--- src/hdl/garch_pkg.sv ---
`default_nettype none

package garch_pkg;

  // Word format: signed fixed point with FracBits fraction bits.
  localparam int DataW    = 32;
  localparam int FracBits = 16;

  // Largest supported orders, and the width of an order register.
  localparam int MaxArchOrder  = 2;
  localparam int MaxGarchOrder = 2;
  localparam int OrderW        = 2;

  // Exact product, rounded term and accumulated sum widths.
  localparam int ProdW = 2 * DataW;
  localparam int TermW = ProdW - FracBits;
  localparam int SumW  = TermW + 3;

  // Configuration register index.
  localparam int CfgIdxW = 3;

  typedef enum logic [CfgIdxW-1:0] {
    RegOmega        = 3'd0,
    RegArchOrder    = 3'd1,
    RegGarchOrder   = 3'd2,
    RegArchCoefOne  = 3'd3,
    RegArchCoefTwo  = 3'd4,
    RegGarchCoefOne = 3'd5,
    RegGarchCoefTwo = 3'd6
  } garch_reg_e;

  // Register file contents as seen by the datapath.
  typedef struct packed {
    logic [DataW-1:0]  omega;
    logic [OrderW-1:0] arch_order;
    logic [OrderW-1:0] garch_order;
    logic [DataW-1:0]  arch_coef_one;
    logic [DataW-1:0]  arch_coef_two;
    logic [DataW-1:0]  garch_coef_one;
    logic [DataW-1:0]  garch_coef_two;
  } garch_cfg_t;

  // One result of the recursion.
  typedef struct packed {
    logic [DataW-1:0] variance;
    logic             warm_up;
    logic             saturated;
  } garch_res_t;

  // Orders above the supported maximum are used as the maximum.
  function automatic logic [OrderW-1:0] eff_order(logic [OrderW-1:0] ord,
                                                  logic [OrderW-1:0] lim);
    return (ord > lim) ? lim : ord;
  endfunction

  // Exact signed product, rounded to FracBits fraction bits (halves go up).
  function automatic logic signed [TermW-1:0] fx_term(logic [DataW-1:0] coef,
                                                      logic [DataW-1:0] x);
    logic signed [ProdW-1:0] prod;
    logic signed [ProdW-1:0] half;
    logic signed [ProdW-1:0] rnd;
    prod = ProdW'($signed(coef)) * ProdW'($signed(x));
    half = $signed(ProdW'(1) << (FracBits - 1));
    rnd  = prod + half;
    return TermW'(rnd >>> FracBits);
  endfunction

endpackage

`default_nettype wire

--- src/hdl/garch_cfg.sv ---
`default_nettype none

module garch_cfg
  import garch_pkg::*;
(
  input  wire logic               clk_i,
  input  wire logic               rst_ni,
  input  wire logic               wr_en_i,
  input  wire logic [CfgIdxW-1:0] wr_index_i,
  input  wire logic [DataW-1:0]   wr_data_i,
  output garch_cfg_t              cfg_o
);

  // Value after reset: everything zero except the two orders.
  localparam garch_cfg_t CfgReset = '{
    arch_order:  OrderW'(1),
    garch_order: OrderW'(1),
    default:     '0
  };

  garch_cfg_t cfg_q, cfg_d;

  // Decode a register write; unknown indexes leave everything unchanged.
  always_comb begin
    cfg_d = cfg_q;
    if (wr_en_i) begin
      case (garch_reg_e'(wr_index_i))
        RegOmega:        cfg_d.omega          = wr_data_i;
        RegArchOrder:    cfg_d.arch_order     = wr_data_i[OrderW-1:0];
        RegGarchOrder:   cfg_d.garch_order    = wr_data_i[OrderW-1:0];
        RegArchCoefOne:  cfg_d.arch_coef_one  = wr_data_i;
        RegArchCoefTwo:  cfg_d.arch_coef_two  = wr_data_i;
        RegGarchCoefOne: cfg_d.garch_coef_one = wr_data_i;
        RegGarchCoefTwo: cfg_d.garch_coef_two = wr_data_i;
        default:         cfg_d = cfg_q;
      endcase
    end
  end

  // Register file, both orders start at one.
  always_ff @(posedge clk_i or negedge rst_ni) begin
    if (!rst_ni) begin
      cfg_q <= CfgReset;
    end else begin
      cfg_q <= cfg_d;
    end
  end

  assign cfg_o = cfg_q;

endmodule

`default_nettype wire

--- config.mk ---
export PLATFORM = sky130hd
export DESIGN_NAME = garch_cfg
export DESIGN_NICKNAME = d
export VERILOG_FILES = /design/src/hdl/garch_pkg.sv /design/src/hdl/garch_cfg.sv
export SDC_FILE = /design/constraint.sdc
export NUM_CORES = 1
export LEC_CHECK = 0
export ABC_AREA = 1
export BUFFER_PORTS_ARGS = -buffer_cell sky130_fd_sc_hd__buf_2
export CAP_MARGIN = 40
export CORE_ASPECT_RATIO = 1.75
export CORE_MARGIN = 3
export CORE_UTILIZATION = 48
export CTS_BUF_LIST = sky130_fd_sc_hd__clkbuf_16
export CTS_CLUSTER_DIAMETER = 100
export CTS_CLUSTER_SIZE = 16
export DETAILED_ROUTE_END_ITERATION = 6
export PLACE_DENSITY = 0.78
export SYNTH_ARGS = -nofsm -noshare
export SYNTH_HDL_FRONTEND = slang
export SYNTH_SLANG_ARGS = --single-unit
--- constraint.sdc ---
create_clock -name clk_i -period 0.9 [get_ports clk_i]
set_clock_uncertainty 0.1 [all_clocks]
set_input_delay 0.045 -clock clk_i [delete_from_list [all_inputs] [get_ports clk_i]]
set_output_delay 0.045 -clock clk_i [all_outputs]
set_load 0.05 [all_outputs]
==> results of run 1 <==
-- metrics by stage --
step | power (mW) | hold slack (ns) | instances | setup WS, ns
detailed placement | 18.58 | -0.1303 | 1083 | -0.2017
floorplan | 16.08 | -0.3506 | 719 | -0.05953
global placement | 18.43 | -0.1285 | 1083 | -0.1653
global route | 29.99 | 0.01059 | 1186 | -0.4100
CTS | 28.36 | -0.01221 | 1166 | -0.4052
finish | 28.99 | 0.0003544 | 1186 | -0.3902
-- power by group --
group          internal [mW]  switching (mW)
combinational           4.03            7.38
clock                   4.34            3.00
sequential              9.03            1.21
total                   17.4            11.6
-- cell families after synthesis --
kind of cell,synth area share
buffers and inverters,0.03340
AND/OR/NAND/NOR,0.3180
flip-flops,0.6486
-- routing by layer --
| metal | wire, um | share of wire |
|---|---|---|
| met2 | 12810 | 0.53 |
| met3 | 1874 | 0.077 |
| met4 | 1634 | 0.067 |
| met5 | 0 | 0 |
| met1 | 7981 | 0.33 |
-- cell type report --
class,count,area (um^2)
fill,673,2375
tap,168,210.2
clock inverter,15,166.4
timing repair buffer,305,3133
clock buffer,17,425.4
multi-input combinational,511,2061
inverter,6,22.52
sequential,164,4309
-- path summary, 6_finish.rpt --
| kind | endpoint | cells past startpoint | from | slack, ns |
|---|---|---|---|---|
| min reg2reg | cfg_o[147] | 2 | cfg_o[147] | 0.39 |
| max in group asynchronous | cfg_o[137] | 3 | rst_ni | 0.17 |
| max | cfg_o[128] | 1 | cfg_o[128] | -0.39 |
| min | cfg_o[107] | 2 | rst_ni | 0.0004 |
| min in group clk_i | cfg_o[130] | 5 | wr_index_i[1] | 0.01 |
| max reg2reg | cfg_o[155] | 4 | cfg_o[155] | -0.07 |
-- cells in the final DEF, fill, tap and decap left out --
| master | n |
|---|---|
| buf_8 | 15 |
| buf_2 | 36 |
| buf_4 | 52 |
| inv_2 | 2 |
| dlygate4sd3_1 | 34 |
| bufinv_16 | 3 |
| buf_12 | 12 |
| nand2_1 | 424 |
| inv_1 | 6 |
| clkinv_1 | 1 |
| clkinv_2 | 3 |
| nand2_2 | 12 |
| nand3_1 | 68 |
| buf_6 | 156 |
| dfstp_2 | 2 |
| nor2_4 | 2 |
| inv_6 | 1 |
| nor2_2 | 5 |
| clkinvlp_4 | 2 |
| clkinv_4 | 3 |
| clkbuf_16 | 17 |
| dfrtp_2 | 162 |
-- repair_timing --
action,in CTS,in global routing
hold endpoints to repair,328,0
setup endpoints to repair,164,172
hold buffers,34,0
resized for setup,342,19
buffers inserted,17,20
pin swaps,0,5
==> out/results.ini, run 1 <==
[drt]
vias_per_cell = 5.367
dr_total_vias = 6365
drc = 0
dr.pass1.iters = 5
dr.first_iter.drc_count = 460
drt-wirelength-per-cell_um = 20.49
postRouteAntennaNets = 0
wirelength_um = 24300

[sta]
max-slew-margin-rel = 0.7539
rsz0062_at_grt = true
finalSetupTns_ns = -38.41
timing.final.ws_setup_ns = -0.3902
min_period_ns = 1.290
hold_violations = 0
fmax_ghz = 0.7751
fin_crit_sh = 1.434
setup_viol = 169
finalMaxSlewViolations = 0
tightestPinTransition_ns = 0.3692

[worst_setup_path]
cp_num_buf_inv = 1
cp.required_ns = 0.75
criticalPathCategory = flip-flop to primary output
cp_slowest_cell = dfstp_2
arrival_ns = 1.15
critical_path.max_stage_delay_ns = 0.57
worstPathCellList = buf_8
worstPathMaxFanout = 2
crit_family = flip-flops
cp-end-kind = primary output
crit_path_start_kind = flip-flop

[power]
p_leak_nw = 5.301
p_per_area_nw_per_um2 = 2807
vdd_drop_max_uv = 1584

[yosys]
yosys-top-cells-count = nand2_1, dfrtp_1, nand3_1, buf_2
async_flop_share = 1.000
ys_warn_count = 0
syn_area_um2 = 6331
synth_fp_nets = 757
ys_ff_latch = 164
synthCells = 719
ys_seq_area_frac = 0.6486
ys_types = 12
synth_top_area_share = 0.6403
synth.most_common_cell = nand2_1
synth-main-ff-cell = dfrtp_1
synth_area_leaders = dfrtp_1, nand2_1, nand3_1, buf_2, dfstp_2
synth_edf_count = 0
yosys.area.top_type = dfrtp_1
syn_avg_cell_area_um2 = 8.805

[clock_network]
clk_latency_ns = 0.42
clk_pin_slew_worst_paths_ns = 0.06
numCtsBuffers = 17
cts_sinks = 164
htree_levels = 4
cts_tree = yes
clock-root-buffer = clkbuf_16
clockBufferDepth = 2

[cells_and_area]
layout.cell_area.non_filler_um2 = 10330
diodes = 0
largest_reg_flops = 164
area_delta_synth_final_pct = 63.12
nets = 1043
final_util = 0.8130
drive_gt1_frac = 0.4764

[global_route]
grt-busiest-layer = met2
grt_max_degree = 36
grtUsageMet1 = 0.3577
grt_pass1_wl_um = 36300
grt_use_met2 = 0.5689
grt_pass1_vias = 6667
gr-usage-all-layers = 0.3277
antenna_found_initial = 0
grtUsageMet3 = 0.06942
grt_overflow = 0

[die]
die_area_um2 = 14660
initial_core_util = 0.4984
io_pins = 202
fp.dieW_um = 92.82
coreArea_um2 = 12700
num_rows = 54
die_h_um = 157.9

[run_status]
status = complete, but fails checks
violations = setup timing

[place]
io_buffers = 201
gp_congestion = 0.8189
hpwl_um = 13860
dpl-instance-area_um2 = 7983

[run]
cap_viol_max_count = 0

[hold_path]
hold_path.class = input pin to asynchronous set/reset pin

Note: power is estimated with default switching activity, not from simulation.
==> inputs of run 2 (changes only) <==
Settings changed: CAP_MARGIN 40 to not set, CORE_UTILIZATION 48 to 39, CTS_CLUSTER_DIAMETER 100 to 80, PLACE_DENSITY 0.78 to 0.66.
==> run 2 against run 1 <==
The run ends with hold timing, setup timing left. Clock-buffer cell count unchanged. Via count shrank 5.8%. Final area barely moved. Non-clock buffer count fell by 9. Sequential power about the same. Total power is 0.27% lower. Maximum frequency up 2.7%. Critical path type unchanged.
==> out/results.ini, run 2 (synthesized netlist as in run 1, its figures left out) <==
[run_status]
status = complete, but fails checks
violations = hold timing, setup timing

[cells_and_area]
final_cell_mix = nand2_1, dfrtp_2, buf_6
fill_cells = 1202
drive_gt1_frac = 0.4658
layout.cell_area.non_filler_um2 = 10320
nets = 1034
area_delta_synth_final_pct = 62.98
final_cells = 1198
diodes = 0
largest_reg_flops = 164
final_util = 0.6500
final_common_cell = nand2_1

[sta]
finalSetupTns_ns = -38.43
tightestPinTransition_ns = 0.2849
rsz0062_at_grt = true
setup_viol = 167
fmax_ghz = 0.7962
timing.final.ws_setup_ns = -0.3560
max-slew-margin-rel = 0.8100
fin_crit_sh = 1.396
hold_violations = 13
timing.hold.ws_ns = -0.03788
min_period_ns = 1.256
finalMaxSlewViolations = 0

[power]
p_per_area_nw_per_um2 = 2802
clockPowerShare = 0.266
intPower_mw = 17.40
vdd_drop_max_uv = 1744
power_frac_seq = 0.353
p_leak_nw = 5.267
p_total_mw = 28.91
p_switching_mw = 11.51
swShare = 0.3983
comb_power_share = 0.382

[clock_network]
htree_levels = 4
clock-root-buffer = clkbuf_16
cts_sinks = 164
clockBufferDepth = 2
clk_pin_slew_worst_paths_ns = 0.07
clk_latency_ns = 0.41
numCtsBuffers = 17
postCtsHoldBufs = 33
cts_tree = yes

[place]
dpl-instance-area_um2 = 8079
place_inst = 1105
gp_congestion = 0.8578
io_buffers = 201
hpwl_um = 14020
pre_cts_slack_ns = -0.2477

[global_route]
grt_overflow = 0
antenna_found_initial = 1
gr-usage-all-layers = 0.2522
grt_max_degree = 35
grt_pass1_wl_um = 34300
grt_pass1_vias = 6140

[hold_path]
hold_path.class = input pin to asynchronous set/reset pin

[drt]
drc = 0
wirelength_um = 21790
dr_total_vias = 5994
drt-wirelength-per-cell_um = 18.19
vias_per_cell = 5.003
dr.pass1.iters = 4
dr.first_iter.drc_count = 282
postRouteAntennaNets = 0

[worst_setup_path]
cp_num_buf_inv = 1
worstPathMaxFanout = 2
cp.required_ns = 0.75
arrival_ns = 1.11
critical_path.max_stage_delay_ns = 0.55
reg2reg_depth = 4
cp_slowest_cell = dfstp_2
criticalPathCategory = flip-flop to primary output
worst-path-stages = 1
cp-end-kind = primary output
worstPathCellList = buf_8
r2r_slack_ns = -0.08
r2r-start = cfg_o[27]
crit_path_start_kind = flip-flop
rr_endpoint = cfg_o[27]
crit_family = flip-flops

[die]
io_pins = 202
die_h_um = 174.6
num_rows = 61
coreArea_um2 = 15880
die_area_um2 = 17860
initial_core_util = 0.3988
fp.dieW_um = 102.3

[run]
cap_viol_max_count = 0

==> run 2: cell types whose count changed in the layout (fill, tap and decap cells not counted), sizes merged <==
| cell | before | now |
|---|---|---|
| clkinv | 7 | 2 |
| buf | 271 | 263 |
| dlygate4sd3 | 34 | 33 |
| inv | 9 | 14 |
==> run 2: per-layer routing <==
layer / global-route usage / up-vias / routed length (um)
met5: 0 / - / 8
met4: 0.1505 / 2 / 1247
met3: 0.05502 / 77 / 1294
met2: 0.4066 / 261 / 11130
met1: 0.3035 / 2887 / 8103
li1: - / 2767 / -
==> run 2: area by class of cell <==
cell class	count	area, um^2	area share
multi-input combinational	511	2048	0.1985
tap	189	236.5	0.02292
inverter	6	22.52	0.002183
timing repair buffer	296	3083	0.2988
clock buffer	17	425.4	0.04123
clock inverter	15	193.9	0.01879
sequential	164	4309	0.4176
==> run 2: worst max-delay path by stage <==
stage / slack, ns / startpoint / endpoint
3_5_place_dp: -0.25 / wr_index_i[0] / cfg_o[154]
3_3_place_gp: -0.23 / wr_index_i[0] / cfg_o[138]
6_report: -0.36 / cfg_o[128] / cfg_o[128]
2_1_floorplan: -0.06 / cfg_o[128] / cfg_o[128]
5_1_grt: -0.39 / cfg_o[128] / cfg_o[128]
4_1_cts: -0.38 / cfg_o[130] / cfg_o[130]
==> run 2: power by group through the flow <==
stage	clock (mW)	combinational [mW]	sequential, mW
after detailed placement	0	8.75	9.89
after global placement	0	8.64	9.90
final	7.68	11.0	10.2
after floorplan	0	1.26	14.8
after CTS	7.78	10.8	10.1
after global routing	8.09	11.6	10.3
==> run 2: timing repair <==
action | 4_1_cts | 5_1_grt
pin swaps | 0 | 4
gates cloned | 0 | 0
setup endpoints to repair | 164 | 167
hold endpoints to repair | 328 | 13
buffers inserted | 13 | 17
resized for setup | 334 | 9
